`src/hw/rtl/h2r_pkg.sv`:
```
// Shared constants and types for the HSV to RGB converter.
`timescale 1ns / 1ps
`default_nettype none

package h2r_pkg;

  // Number formats
  localparam int unsigned HUE_FRAC_BITS   = 4;
  localparam int unsigned LEVEL_FRAC_BITS = 12;
  localparam int unsigned HUE_W           = 16;
  localparam int unsigned LEVEL_W         = 13;
  localparam int unsigned CHAN_W          = 8;

  localparam int unsigned HUE_UNIT  = 1 << HUE_FRAC_BITS;
  localparam int unsigned SIXTY     = 60 * HUE_UNIT;
  localparam int unsigned PERIOD    = 360 * HUE_UNIT;
  localparam int unsigned LEVEL_ONE = 1 << LEVEL_FRAC_BITS;

  // Six full turns lift the most negative hue above zero.
  localparam int unsigned HUE_OFS = 6 * PERIOD;
  localparam int unsigned HX_W    = 17;  // offset hue, below 2^17
  localparam int unsigned WRAP_Q_W = 4;  // whole turns in the offset hue, at most 11
  localparam int unsigned HW_W    = 13;  // wrapped hue, below PERIOD
  localparam int unsigned WT_W    = 10;  // x weight, 0..SIXTY

  // floor(x / PERIOD) for x < 2^17 as (x * PWRAP_RCP) >> PWRAP_SH
  localparam int unsigned PWRAP_RCP   = 46604;
  localparam int unsigned PWRAP_RCP_W = 16;
  localparam int unsigned PWRAP_SH    = 28;

  // floor(y / SIXTY) for y < 2^18 as (y * SIX_RCP) >> SIX_SH
  localparam int unsigned SIX_RCP   = 279621;
  localparam int unsigned SIX_RCP_W = 19;
  localparam int unsigned SIX_SH    = 28;

  // Datapath widths
  localparam int unsigned VS_W   = 2 * LEVEL_FRAC_BITS + 1;  // v*s up to ONE^2
  localparam int unsigned PROD_W = 34;                       // numerators up to ONE^2*SIXTY
  localparam int unsigned NUM_W  = PROD_W + CHAN_W;          // numerator times 255
  localparam int unsigned Y_W    = 18;                       // numerator over ONE^2

  localparam logic [NUM_W-1:0] MID_RND = NUM_W'(SIXTY) << (2 * LEVEL_FRAC_BITS - 1);
  localparam int unsigned LO_RND = 1 << (2 * LEVEL_FRAC_BITS - 1);

  // Queue between front and back
  localparam int unsigned Q_DEPTH = 4;
  localparam int unsigned Q_PTR_W = 2;
  localparam int unsigned Q_CNT_W = 3;

  // 60-degree hue sectors, named by the two hues they run between
  typedef enum logic [2:0] {
    SEC_RED_YEL = 3'd0,
    SEC_YEL_GRN = 3'd1,
    SEC_GRN_CYN = 3'd2,
    SEC_CYN_BLU = 3'd3,
    SEC_BLU_MAG = 3'd4,
    SEC_MAG_RED = 3'd5
  } sector_e;

  // Classified item handed from front to back
  typedef struct packed {
    sector_e              sector;
    logic [WT_W-1:0]      weight;
    logic [LEVEL_W-1:0]   sat;
    logic [LEVEL_W-1:0]   bri;
  } h2r_item_t;

endpackage

`default_nettype wire

```
`src/hw/rtl/h2r_front.sv`:
```
// Front: accepts items, wraps the hue and finds sector and x weight.
`timescale 1ns / 1ps
`default_nettype none

module h2r_front import h2r_pkg::*; (
  input  logic                      clk_i,
  input  logic                      rst_ni,
  input  logic                      valid_i,
  output logic                      stall_o,
  input  logic signed [HUE_W-1:0]   hue_i,
  input  logic [LEVEL_W-1:0]        saturation_i,
  input  logic [LEVEL_W-1:0]        brightness_i,
  output logic                      push_o,
  output h2r_item_t                 item_o,
  input  logic                      full_i
);

  logic rdy1, rdy2, rdy3;
  logic v1_q, v2_q, v3_q;

  logic [HX_W:0]                     hue_ofs;
  logic [HX_W+PWRAP_RCP_W-1:0]       wrap_prod;
  logic [LEVEL_W-1:0]                sat_clip, bri_clip;

  logic [HX_W-1:0]     x1_q;
  logic [WRAP_Q_W-1:0] q1_q;
  logic [LEVEL_W-1:0]  sat1_q, bri1_q;

  logic [HW_W-1:0]     h2_d, h2_q;
  logic [LEVEL_W-1:0]  sat2_q, bri2_q;

  sector_e             sec_d;
  logic [HW_W-1:0]     start, ofs;
  logic                falling;
  logic [WT_W-1:0]     w_d;
  h2r_item_t           item3_q;

  // per-stage ready chain, ends at the queue
  assign rdy3    = !v3_q || !full_i;
  assign rdy2    = !v2_q || rdy3;
  assign rdy1    = !v1_q || rdy2;
  assign stall_o = !rdy1;
  assign push_o  = v3_q;
  assign item_o  = item3_q;

  // stage 1: offset hue and turn count, level clipping
  assign hue_ofs = {{(HX_W + 1 - HUE_W){hue_i[HUE_W-1]}}, hue_i} + (HX_W + 1)'(HUE_OFS);
  assign wrap_prod = (HX_W + PWRAP_RCP_W)'(hue_ofs[HX_W-1:0])
                   * (HX_W + PWRAP_RCP_W)'(PWRAP_RCP);
  assign sat_clip = (saturation_i > LEVEL_W'(LEVEL_ONE)) ? LEVEL_W'(LEVEL_ONE) : saturation_i;
  assign bri_clip = (brightness_i > LEVEL_W'(LEVEL_ONE)) ? LEVEL_W'(LEVEL_ONE) : brightness_i;

  // stage 2: wrapped hue
  assign h2_d = HW_W'(x1_q - HX_W'(q1_q) * HX_W'(PERIOD));

  // stage 3: sector and position inside it
  always_comb begin
    sec_d   = SEC_MAG_RED;
    start   = HW_W'(5 * SIXTY);
    falling = 1'b1;
    if (h2_q < HW_W'(SIXTY)) begin
      sec_d = SEC_RED_YEL; start = '0;                 falling = 1'b0;
    end else if (h2_q < HW_W'(2 * SIXTY)) begin
      sec_d = SEC_YEL_GRN; start = HW_W'(SIXTY);      falling = 1'b1;
    end else if (h2_q < HW_W'(3 * SIXTY)) begin
      sec_d = SEC_GRN_CYN; start = HW_W'(2 * SIXTY);  falling = 1'b0;
    end else if (h2_q < HW_W'(4 * SIXTY)) begin
      sec_d = SEC_CYN_BLU; start = HW_W'(3 * SIXTY);  falling = 1'b1;
    end else if (h2_q < HW_W'(5 * SIXTY)) begin
      sec_d = SEC_BLU_MAG; start = HW_W'(4 * SIXTY);  falling = 1'b0;
    end
    ofs = h2_q - start;
    w_d = falling ? (WT_W'(SIXTY) - WT_W'(ofs)) : WT_W'(ofs);
  end

  always_ff @(posedge clk_i or negedge rst_ni) begin
    if (!rst_ni) begin
      v1_q <= 1'b0;
      v2_q <= 1'b0;
      v3_q <= 1'b0;
    end else begin
      if (rdy1) v1_q <= valid_i;
      if (rdy2) v2_q <= v1_q;
      if (rdy3) v3_q <= v2_q;
    end
  end

  always_ff @(posedge clk_i) begin
    if (rdy1 && valid_i) begin
      x1_q   <= hue_ofs[HX_W-1:0];
      q1_q   <= wrap_prod[PWRAP_SH +: WRAP_Q_W];
      sat1_q <= sat_clip;
      bri1_q <= bri_clip;
    end
    if (rdy2 && v1_q) begin
      h2_q   <= h2_d;
      sat2_q <= sat1_q;
      bri2_q <= bri1_q;
    end
    if (rdy3 && v2_q) begin
      item3_q.sector <= sec_d;
      item3_q.weight <= w_d;
      item3_q.sat    <= sat2_q;
      item3_q.bri    <= bri2_q;
    end
  end

`ifndef SYNTH
  a_hue_wrapped: assert property (@(posedge clk_i) disable iff (!rst_ni)
    v2_q |-> (h2_q < HW_W'(PERIOD)))
    else $error("wrapped hue out of range");

  a_weight_range: assert property (@(posedge clk_i) disable iff (!rst_ni)
    v3_q |-> (item3_q.weight <= WT_W'(SIXTY)))
    else $error("x weight above sixty degrees");
`endif

endmodule

`default_nettype wire

```
`src/hw/rtl/h2r_queue.sv`:
```
// Short item queue between front and back.
`timescale 1ns / 1ps
`default_nettype none

module h2r_queue import h2r_pkg::*; (
  input  logic      clk_i,
  input  logic      rst_ni,
  input  logic      push_i,
  input  h2r_item_t item_i,
  output logic      full_o,
  input  logic      pop_i,
  output h2r_item_t item_o,
  output logic      empty_o
);

  h2r_item_t            entry_q [Q_DEPTH];
  logic [Q_PTR_W-1:0]   wr_q, rd_q;
  logic [Q_CNT_W-1:0]   cnt_q, cnt_d;
  logic                 do_push, do_pop;

  assign full_o  = (cnt_q == Q_CNT_W'(Q_DEPTH));
  assign empty_o = (cnt_q == '0);
  assign do_push = push_i && !full_o;
  assign do_pop  = pop_i && !empty_o;
  assign item_o  = entry_q[rd_q];

  always_comb begin
    cnt_d = cnt_q;
    if (do_push && !do_pop) cnt_d = cnt_q + 1'b1;
    else if (do_pop && !do_push) cnt_d = cnt_q - 1'b1;
  end

  always_ff @(posedge clk_i or negedge rst_ni) begin
    if (!rst_ni) begin
      wr_q  <= '0;
      rd_q  <= '0;
      cnt_q <= '0;
    end else begin
      if (do_push) wr_q <= wr_q + 1'b1;
      if (do_pop)  rd_q <= rd_q + 1'b1;
      cnt_q <= cnt_d;
    end
  end

  always_ff @(posedge clk_i) begin
    if (do_push) entry_q[wr_q] <= item_i;
  end

`ifndef SYNTH
  a_push_fills: assert property (@(posedge clk_i) disable iff (!rst_ni)
    (push_i && !full_o && !pop_i) |=> !empty_o)
    else $error("queue empty after a push");
`endif

endmodule

`default_nettype wire

```
`src/hw/rtl/h2r_back.sv`:
```
// Back: chroma products, rounding to bytes and channel assignment.
`timescale 1ns / 1ps
`default_nettype none

module h2r_back import h2r_pkg::*; (
  input  logic              clk_i,
  input  logic              rst_ni,
  input  logic              empty_i,
  input  h2r_item_t         item_i,
  output logic              pop_o,
  output logic              valid_o,
  input  logic              stall_i,
  output logic [CHAN_W-1:0] red_o,
  output logic [CHAN_W-1:0] green_o,
  output logic [CHAN_W-1:0] blue_o
);

  logic rdy1, rdy2, rdy3, rdy4, rdy5;
  logic v1_q, v2_q, v3_q, v4_q, v5_q;

  // stage 1
  logic [2*LEVEL_W-1:0]        vs_prod;
  logic [LEVEL_W+CHAN_W-1:0]   bri255;
  sector_e                     sec1_q;
  logic [WT_W-1:0]             w1_q;
  logic [LEVEL_W-1:0]          bri1_q;
  logic [VS_W-1:0]             vs1_q;
  logic [CHAN_W-1:0]           hib1_q;

  // stage 2
  logic [VS_W-1:0]             lo;
  logic [VS_W+CHAN_W-1:0]      lo255;
  sector_e                     sec2_q;
  logic [CHAN_W-1:0]           hib2_q, lob2_q;
  logic [PROD_W-1:0]           p1_q, p2_q;

  // stage 3
  sector_e                     sec3_q;
  logic [CHAN_W-1:0]           hib3_q, lob3_q;
  logic [PROD_W-1:0]           mid3_q;

  // stage 4
  logic [NUM_W-1:0]            num;
  sector_e                     sec4_q;
  logic [CHAN_W-1:0]           hib4_q, lob4_q;
  logic [Y_W-1:0]              y4_q;

  // stage 5
  logic [Y_W+SIX_RCP_W-1:0]    six_prod;
  logic [CHAN_W-1:0]           midb;
  logic [CHAN_W-1:0]           red_d, green_d, blue_d;
  logic [CHAN_W-1:0]           red_q, green_q, blue_q;

  assign rdy5  = !v5_q || !stall_i;
  assign rdy4  = !v4_q || rdy5;
  assign rdy3  = !v3_q || rdy4;
  assign rdy2  = !v2_q || rdy3;
  assign rdy1  = !v1_q || rdy2;
  assign pop_o = !empty_i && rdy1;

  assign valid_o = v5_q;
  assign red_o   = red_q;
  assign green_o = green_q;
  assign blue_o  = blue_q;

  // v*s, and the byte of the largest channel: round(v*255/ONE)
  assign vs_prod = (2 * LEVEL_W)'(item_i.bri) * (2 * LEVEL_W)'(item_i.sat);
  assign bri255  = {item_i.bri, CHAN_W'(0)} - (LEVEL_W + CHAN_W)'(item_i.bri)
                 + (LEVEL_W + CHAN_W)'(LEVEL_ONE / 2);

  // base over ONE^2 and its byte; products for the middle channel
  assign lo    = {bri1_q, LEVEL_FRAC_BITS'(0)} - vs1_q;
  assign lo255 = {lo, CHAN_W'(0)} - (VS_W + CHAN_W)'(lo) + (VS_W + CHAN_W)'(LO_RND);

  // middle channel times 255 plus half the denominator, over ONE^2
  assign num = {mid3_q, CHAN_W'(0)} - NUM_W'(mid3_q) + MID_RND;

  // remaining division by SIXTY
  assign six_prod = (Y_W + SIX_RCP_W)'(y4_q) * (Y_W + SIX_RCP_W)'(SIX_RCP);
  assign midb     = six_prod[SIX_SH +: CHAN_W];

  always_comb begin
    case (sec4_q)
      SEC_RED_YEL: begin red_d = hib4_q; green_d = midb;   blue_d = lob4_q; end
      SEC_YEL_GRN: begin red_d = midb;   green_d = hib4_q; blue_d = lob4_q; end
      SEC_GRN_CYN: begin red_d = lob4_q; green_d = hib4_q; blue_d = midb;   end
      SEC_CYN_BLU: begin red_d = lob4_q; green_d = midb;   blue_d = hib4_q; end
      SEC_BLU_MAG: begin red_d = midb;   green_d = lob4_q; blue_d = hib4_q; end
      SEC_MAG_RED: begin red_d = hib4_q; green_d = lob4_q; blue_d = midb;   end
      default:     begin red_d = lob4_q; green_d = lob4_q; blue_d = lob4_q; end
    endcase
  end

  always_ff @(posedge clk_i or negedge rst_ni) begin
    if (!rst_ni) begin
      v1_q <= 1'b0;
      v2_q <= 1'b0;
      v3_q <= 1'b0;
      v4_q <= 1'b0;
      v5_q <= 1'b0;
    end else begin
      if (rdy1) v1_q <= !empty_i;
      if (rdy2) v2_q <= v1_q;
      if (rdy3) v3_q <= v2_q;
      if (rdy4) v4_q <= v3_q;
      if (rdy5) v5_q <= v4_q;
    end
  end

  always_ff @(posedge clk_i) begin
    if (pop_o) begin
      sec1_q <= item_i.sector;
      w1_q   <= item_i.weight;
      bri1_q <= item_i.bri;
      vs1_q  <= vs_prod[VS_W-1:0];
      hib1_q <= bri255[LEVEL_FRAC_BITS +: CHAN_W];
    end
    if (rdy2 && v1_q) begin
      sec2_q <= sec1_q;
      hib2_q <= hib1_q;
      lob2_q <= lo255[2 * LEVEL_FRAC_BITS +: CHAN_W];
      p1_q   <= PROD_W'(vs1_q) * PROD_W'(w1_q);
      p2_q   <= PROD_W'(lo) * PROD_W'(SIXTY);
    end
    if (rdy3 && v2_q) begin
      sec3_q <= sec2_q;
      hib3_q <= hib2_q;
      lob3_q <= lob2_q;
      mid3_q <= p1_q + p2_q;
    end
    if (rdy4 && v3_q) begin
      sec4_q <= sec3_q;
      hib4_q <= hib3_q;
      lob4_q <= lob3_q;
      y4_q   <= num[2 * LEVEL_FRAC_BITS +: Y_W];
    end
    if (rdy5 && v4_q) begin
      red_q   <= red_d;
      green_q <= green_d;
      blue_q  <= blue_d;
    end
  end

`ifndef SYNTH
  a_hi_above_lo: assert property (@(posedge clk_i) disable iff (!rst_ni)
    v2_q |-> (hib2_q >= lob2_q))
    else $error("largest channel below base channel");

  a_out_hold: assert property (@(posedge clk_i) disable iff (!rst_ni)
    (v5_q && stall_i) |=> (v5_q && $stable(red_q) && $stable(green_q) && $stable(blue_q)))
    else $error("result changed while stalled");
`endif

endmodule

`default_nettype wire

```
`src/hw/rtl/hsv_to_rgb_converter_top.sv`:
```
// Top level of the HSV to RGB converter.
`timescale 1ns / 1ps
`default_nettype none

// Converts one HSV item per clock, stalls aside, into an 8-bit RGB item.
// Hue is signed degrees with 4 fraction bits and is wrapped into 0..360;
// saturation and brightness are Q1.12 and are clipped to 1.0. Each channel
// is the exact (chan + base) * 255 rounded half up; the final rounding is
// the only one in the datapath. Throughput is one item per clock with no
// gaps while nothing stalls: every step is fully pipelined. An item passes
// 3 front stages (hue offset and turn count, wrap, sector classify), the
// 4-entry queue, and 5 back stages (v*s, chroma products, sum, scale by
// 255, divide by sixty and assign channels). The output register holds a
// result while stall_i is high; the queue lets the front keep taking items
// while the back is stalled until it fills, and stall_o comes from
// registers only, never combinationally from stall_i.

module hsv_to_rgb_converter_top import h2r_pkg::*; (
  input  logic                    clk_i,
  input  logic                    rst_ni,
  input  logic                    valid_i,
  output logic                    stall_o,
  input  logic signed [HUE_W-1:0] hue_i,
  input  logic [LEVEL_W-1:0]      saturation_i,
  input  logic [LEVEL_W-1:0]      brightness_i,
  output logic                    valid_o,
  input  logic                    stall_i,
  output logic [CHAN_W-1:0]       red_o,
  output logic [CHAN_W-1:0]       green_o,
  output logic [CHAN_W-1:0]       blue_o
);

  logic      push, full, pop, empty;
  h2r_item_t front_item, back_item;

  // front: wraps the hue and classifies the sector
  h2r_front u_front (
    .clk_i        (clk_i),
    .rst_ni       (rst_ni),
    .valid_i      (valid_i),
    .stall_o      (stall_o),
    .hue_i        (hue_i),
    .saturation_i (saturation_i),
    .brightness_i (brightness_i),
    .push_o       (push),
    .item_o       (front_item),
    .full_i       (full)
  );

  // decouples the two halves
  h2r_queue u_queue (
    .clk_i   (clk_i),
    .rst_ni  (rst_ni),
    .push_i  (push),
    .item_i  (front_item),
    .full_o  (full),
    .pop_i   (pop),
    .item_o  (back_item),
    .empty_o (empty)
  );

  // back: arithmetic, rounding and channel placement
  h2r_back u_back (
    .clk_i   (clk_i),
    .rst_ni  (rst_ni),
    .empty_i (empty),
    .item_i  (back_item),
    .pop_o   (pop),
    .valid_o (valid_o),
    .stall_i (stall_i),
    .red_o   (red_o),
    .green_o (green_o),
    .blue_o  (blue_o)
  );

endmodule

`default_nettype wire

```
`config.mk`:
```
export PLATFORM = sky130hd
export DESIGN_NAME = hsv_to_rgb_converter_top
export DESIGN_NICKNAME = d
export VERILOG_FILES = /design/src/hw/rtl/h2r_pkg.sv /design/src/hw/rtl/h2r_front.sv /design/src/hw/rtl/h2r_queue.sv /design/src/hw/rtl/h2r_back.sv /design/src/hw/rtl/hsv_to_rgb_converter_top.sv
export SDC_FILE = /design/constraint.sdc
export NUM_CORES = 2
export LEC_CHECK = 0
export ABC_AREA = 1
export BUFFER_PORTS_ARGS = -buffer_cell sky130_fd_sc_hd__buf_2
export CAP_MARGIN = 20
export CORE_ASPECT_RATIO = 1.1
export CORE_MARGIN = 5
export CORE_UTILIZATION = 33
export CTS_BUF_LIST = sky130_fd_sc_hd__clkbuf_8
export CTS_CLUSTER_DIAMETER = 80
export DETAILED_ROUTE_END_ITERATION = 12
export GPL_ROUTABILITY_DRIVEN = 0
export SETUP_SLACK_MARGIN = 0.4
export SYNTH_ARGS = -nofsm -noshare
export SYNTH_HDL_FRONTEND = slang
export SYNTH_HIERARCHICAL = 1
export SYNTH_SLANG_ARGS = --single-unit
```
`constraint.sdc`:
```
create_clock -name clk_i -period 10.1 [get_ports clk_i]
set_clock_uncertainty 0.05 [all_clocks]
set_input_delay 2.525 -clock clk_i [delete_from_list [all_inputs] [get_ports clk_i]]
set_output_delay 2.525 -clock clk_i [all_outputs]
set_load 0.01 [all_outputs]
```
==> flow_results.xml <==
<?xml version="1.0" encoding="UTF-8"?>
<metrics>
  <group name="yosys">
    <metric name="leading_area_contributor_after_synthesis" unit="">sky130_fd_sc_hd__edfxtp_1</metric>
    <metric name="yosysTopAreaCellShare" unit="%">30.9</metric>
    <metric name="mappedNetlistArea" unit="um^2">51500</metric>
    <metric name="synth_edf_count" unit="">531</metric>
    <metric name="synth_area_leaders" unit="">sky130_fd_sc_hd__edfxtp_1 (31%), sky130_fd_sc_hd__fa_1 (17%), sky130_fd_sc_hd__ha_1 (14%)</metric>
    <metric name="synth.yosys.seq_area_share" unit="%">31.7</metric>
    <metric name="synth_flop_cell" unit="">sky130_fd_sc_hd__edfxtp_1</metric>
    <metric name="post_syn_instances" unit="">5818</metric>
    <metric name="ys_ff_latch" unit="">546</metric>
    <metric name="ys.warnings.count" unit="">6</metric>
    <metric name="syn-num-nets" unit="">6876</metric>
    <metric name="synth_cell_type_count" unit="">60</metric>
    <metric name="synth.avg_cell_area" unit="um^2">8.86</metric>
    <metric name="async_flop_share" unit="%">2.75</metric>
  </group>
  <group name="global_routing">
    <metric name="grt_overflow" unit="">0</metric>
    <metric name="grt_max_degree" unit="">86</metric>
    <metric name="grt_usage" unit="%">14.7</metric>
    <metric name="via_count_of_the_first_global_routing_pass" unit="">39600</metric>
    <metric name="number_of_antenna_violations_at_the_first_check_in_global_routing" unit="">2</metric>
    <metric name="grt_pass1_wl" unit="mm">199</metric>
  </group>
  <group name="clocking">
    <metric name="cts_resized" unit="">0</metric>
    <metric name="cts_inserted_buffers" unit="">90</metric>
    <metric name="cts.sinks" unit="">546</metric>
    <metric name="cts.reportedPaths.clkPinSlew" unit="ns">0.07</metric>
    <metric name="tritoncts_clock_tree" unit="">yes</metric>
    <metric name="post_cts_buffers" unit="">0</metric>
    <metric name="hold_bufs_inserted_after_cts" unit="">0</metric>
    <metric name="clkLatencyLatePin" unit="ns">0.80</metric>
    <metric name="max-clock-path-buffers" unit="">3</metric>
    <metric name="cts_max_level" unit="">3</metric>
    <metric name="ctsRootBufferMaster" unit="">sky130_fd_sc_hd__clkbuf_8</metric>
  </group>
  <group name="sta">
    <metric name="finalCritPeriodShare" unit="%">73.2</metric>
    <metric name="final-max-slew-violation-count" unit="">0</metric>
    <metric name="timing.final.crit_period" unit="ns">7.40</metric>
    <metric name="timing.fmax" unit="MHz">135</metric>
    <metric name="grt_setup_unrepaired" unit="">no</metric>
    <metric name="setup_tns" unit="ns">0</metric>
    <metric name="final-hold-violation-count" unit="">0</metric>
    <metric name="fin_ws" unit="ns">2.70</metric>
    <metric name="timing_worst_slew_pin_value" unit="ns">1.09</metric>
    <metric name="finalSetupViolations" unit="">0</metric>
    <metric name="maxSlewHeadroom" unit="%">27.4</metric>
  </group>
  <group name="worst_setup_path">
    <metric name="cp_data_required_time" unit="ns">10.55</metric>
    <metric name="worstSetupPathType" unit="">flop to flop</metric>
    <metric name="timing.critical_path.arrival" unit="ns">7.85</metric>
    <metric name="worstSetupStartpointType" unit="">flop</metric>
    <metric name="setup.worst_path.end_class" unit="">flop</metric>
    <metric name="crit_path_top_delay_cell" unit="">sky130_fd_sc_hd__inv_1</metric>
    <metric name="critical_path.most_common_cell" unit="">sky130_fd_sc_hd__inv_1</metric>
    <metric name="worst_path_dominant_cell_family" unit="">adder cells</metric>
    <metric name="timing.critical_path.slowest_cell_delay" unit="ns">0.81</metric>
    <metric name="path_max_fanout" unit="">41</metric>
    <metric name="path_cells" unit="">buf_4 &gt; inv_1 &gt; buf_4 &gt; o211ai_1 &gt; nand2_1 &gt; nand2_1 &gt; fa_1 &gt; inv_1 &gt; fa_1 &gt; inv_1 &gt; fa_1 &gt; inv_1 &gt; fa_1 &gt; inv_1 &gt; fa_1 &gt; inv_1 &gt; ha_1 &gt; nand2_1 &gt; o21ai_0 &gt; a221oi_1 &gt; nand3_1 &gt; xor2_1</metric>
    <metric name="cp.buffers_inverters" unit="">8</metric>
  </group>
  <group name="routing">
    <metric name="initialDrtViolationCount" unit="">1858</metric>
    <metric name="drtPass1Iterations" unit="">5</metric>
    <metric name="final_antenna_net_count" unit="">0</metric>
    <metric name="vias_per_cell" unit="">4.68</metric>
    <metric name="drt_drc_violations_left" unit="">0</metric>
    <metric name="vias" unit="">37600</metric>
    <metric name="finalWirelength" unit="mm">119</metric>
    <metric name="route.detailed.wl_per_inst" unit="um">14.9</metric>
  </group>
  <group name="placed_design">
    <metric name="port_buffers" unit="">71</metric>
    <metric name="dp.final_hpwl" unit="mm">95.1</metric>
    <metric name="dpl.cell_count" unit="">7864</metric>
    <metric name="post-place-ws" unit="ns">2.58</metric>
  </group>
  <group name="layout">
    <metric name="num-fill-cells" unit="">15900</metric>
    <metric name="layout.nets" unit="">6936</metric>
    <metric name="sequential_cell_area" unit="um^2">16300</metric>
    <metric name="flow.area_growth_from_synthesis" unit="%">8.70</metric>
    <metric name="drive_gt1_share" unit="%">4.99</metric>
    <metric name="finish.cell_count_without_fillers" unit="">8031</metric>
    <metric name="area_used_by_multi_input_combinational_logic" unit="um^2">29800</metric>
  </group>
  <group name="die">
    <metric name="io-pin-count" unit="">72</metric>
    <metric name="area_of_the_core_region" unit="um^2">156000</metric>
    <metric name="die_height" unit="um">425</metric>
    <metric name="std_cell_rows" unit="">152</metric>
    <metric name="die_area" unit="um^2">164000</metric>
    <metric name="x_dimension_of_the_die" unit="um">387</metric>
    <metric name="initial_utilization" unit="%">33.1</metric>
  </group>
  <group name="outcome">
    <metric name="run_status" unit="">completed</metric>
  </group>
  <group name="flow_run">
    <metric name="maxCapViolations" unit="">0</metric>
  </group>
  <group name="hold_path">
    <metric name="holdCritPathClass" unit="">flop to flop</metric>
  </group>
</metrics>
-- worst paths after layout --
kind                                  start          endpoint  slack, ns  cells after the start
max reg2reg                 u_queue/rd_q[1]  u_back/vs1_q[21]       2.70                     22
min reg2reg                u_back/lob3_q[7]  u_back/lob4_q[7]       0.35                      0
max in group asynchronous            rst_ni   u_queue/wr_q[0]       7.90                      1
max                         u_queue/rd_q[1]  u_back/vs1_q[21]       2.70                     22
min in group asynchronous            rst_ni   u_queue/rd_q[1]       1.67                      1
min                        u_back/lob3_q[7]  u_back/lob4_q[7]       0.35                      0
-- state kept, by name, indices dropped and copies added, names as in the netlist, 18 cells and up --
name,cells
u_back/mid3_q,34
u_back/p1_q,34
u_back/p2_q,28
u_back/vs1_q,25
u_back/y4_q,18
u_front/item_o,39
u_queue/entry_q,156
-- cells in the mapped netlist, types with 12 or more instances --
cell	count
sky130_fd_sc_hd__a21boi_0	16
sky130_fd_sc_hd__a21o_1	29
sky130_fd_sc_hd__a21oi_1	256
sky130_fd_sc_hd__a31oi_1	22
sky130_fd_sc_hd__buf_6	17
sky130_fd_sc_hd__clkbuf_1	94
sky130_fd_sc_hd__dfrtp_1	15
sky130_fd_sc_hd__edfxtp_1	531
sky130_fd_sc_hd__fa_1	444
sky130_fd_sc_hd__ha_1	568
sky130_fd_sc_hd__inv_1	1301
sky130_fd_sc_hd__nand2_1	1292
sky130_fd_sc_hd__nand3_1	192
sky130_fd_sc_hd__nand3b_1	12
sky130_fd_sc_hd__nand4_1	56
sky130_fd_sc_hd__nor2_1	351
sky130_fd_sc_hd__nor3_1	45
sky130_fd_sc_hd__nor4_1	19
sky130_fd_sc_hd__o211ai_1	87
sky130_fd_sc_hd__o21a_1	12
sky130_fd_sc_hd__o21ai_0	125
sky130_fd_sc_hd__o21bai_1	29
sky130_fd_sc_hd__xnor2_1	53
sky130_fd_sc_hd__xor2_1	124
-- per-layer routing --
layer  part of all wire [%]  GRT usage [%]  wire (um)  vias to the layer above
met1                     44           18.4      52500                    18000
met4                    2.7           4.33       3270                        0
met3                    3.8           1.87       4580                      194
met2                     49           26.5      59100                      838
met5                      0              0          0                        -
li1                       -              -          -                    18600
-- logic make-up (layout without fill, tap and decap cells) --
| logic type | Yosys count | in the layout | synth area share (%) |
|---|---|---|---|
| adders and majority gates | 1012 | 1012 | 31.0 |
| xor gates and xnor gates | 179 | 179 | 3.07 |
| buffers and inverters | 1437 | 1568 | 10.7 |
| other | 0 | 3 | 0 |
| AOI/OAI and AO/OA | 632 | 632 | 7.36 |
| DFF | 546 | 546 | 31.7 |
| and+or+nand+nor | 2012 | 2012 | 16.1 |
-- cell usage in the layout, fill, tap and decap left out, types with 16 or more instances in the layout --
cell type and count:
sky130_fd_sc_hd__a21boi_0 16, sky130_fd_sc_hd__a21o_1 29, sky130_fd_sc_hd__a21oi_1 254, sky130_fd_sc_hd__a31oi_1 22
sky130_fd_sc_hd__buf_2 72, sky130_fd_sc_hd__buf_4 19, sky130_fd_sc_hd__clkbuf_8 91, sky130_fd_sc_hd__clkinv_1 19
sky130_fd_sc_hd__edfxtp_1 531, sky130_fd_sc_hd__fa_1 444, sky130_fd_sc_hd__ha_1 568, sky130_fd_sc_hd__inv_1 1322
sky130_fd_sc_hd__nand2_1 1292, sky130_fd_sc_hd__nand3_1 192, sky130_fd_sc_hd__nand4_1 56, sky130_fd_sc_hd__nor2_1 344
sky130_fd_sc_hd__nor3_1 45, sky130_fd_sc_hd__nor4_1 19, sky130_fd_sc_hd__o211ai_1 87, sky130_fd_sc_hd__o21ai_0 125
sky130_fd_sc_hd__o21bai_1 29, sky130_fd_sc_hd__xnor2_1 53, sky130_fd_sc_hd__xor2_1 124
-- worst reg2reg max path, cell delays in order (launching register included) --
cell and delay (ns):
sky130_fd_sc_hd__dfrtp_1 0.36, sky130_fd_sc_hd__buf_4 0.29, sky130_fd_sc_hd__inv_1 0.81, sky130_fd_sc_hd__buf_4 0.36
sky130_fd_sc_hd__o211ai_1 0.12, sky130_fd_sc_hd__nand2_1 0.69, sky130_fd_sc_hd__nand2_1 0.19, sky130_fd_sc_hd__fa_1 0.57
sky130_fd_sc_hd__inv_1 0.05, sky130_fd_sc_hd__fa_1 0.53, sky130_fd_sc_hd__inv_1 0.05, sky130_fd_sc_hd__fa_1 0.52
sky130_fd_sc_hd__inv_1 0.05, sky130_fd_sc_hd__fa_1 0.53, sky130_fd_sc_hd__inv_1 0.05, sky130_fd_sc_hd__fa_1 0.53
sky130_fd_sc_hd__inv_1 0.04, sky130_fd_sc_hd__ha_1 0.36, sky130_fd_sc_hd__nand2_1 0.15, sky130_fd_sc_hd__o21ai_0 0.14
sky130_fd_sc_hd__a221oi_1 0.35, sky130_fd_sc_hd__nand3_1 0.13, sky130_fd_sc_hd__xor2_1 0.16
-- area by class of cell --
cell class / count / share of cell area [%]
Clock buffer: 91 / 2.24
Antenna cell: 3 / 0.0134
Tap cell: 2079 / 4.64
Timing Repair Buffer: 91 / 0.898
Clock inverter: 72 / 1.17
Inverter: 1314 / 8.82
Sequential cell: 546 / 29.1
Multi-Input combinational cell: 3835 / 53.1
-- through the flow --
| stage | hold WS [ns] | area (um^2) | util, % |
|---|---|---|---|
| 2_1_floorplan | 0.350 | 51500 | - |
| 3_3_place_gp | 0.351 | 54100 | 34.7 |
| 3_5_place_dp | 0.355 | 54100 | 34.7 |
| 4_1_cts | 0.353 | 56000 | 36.0 |
| 5_1_grt | 0.365 | 56000 | 36.0 |
| 6_report | 0.352 | 56000 | 36.0 |
Power is not shown: default switching activity piles up to over one toggle a cycle in this logic, so the estimate is an artifact.
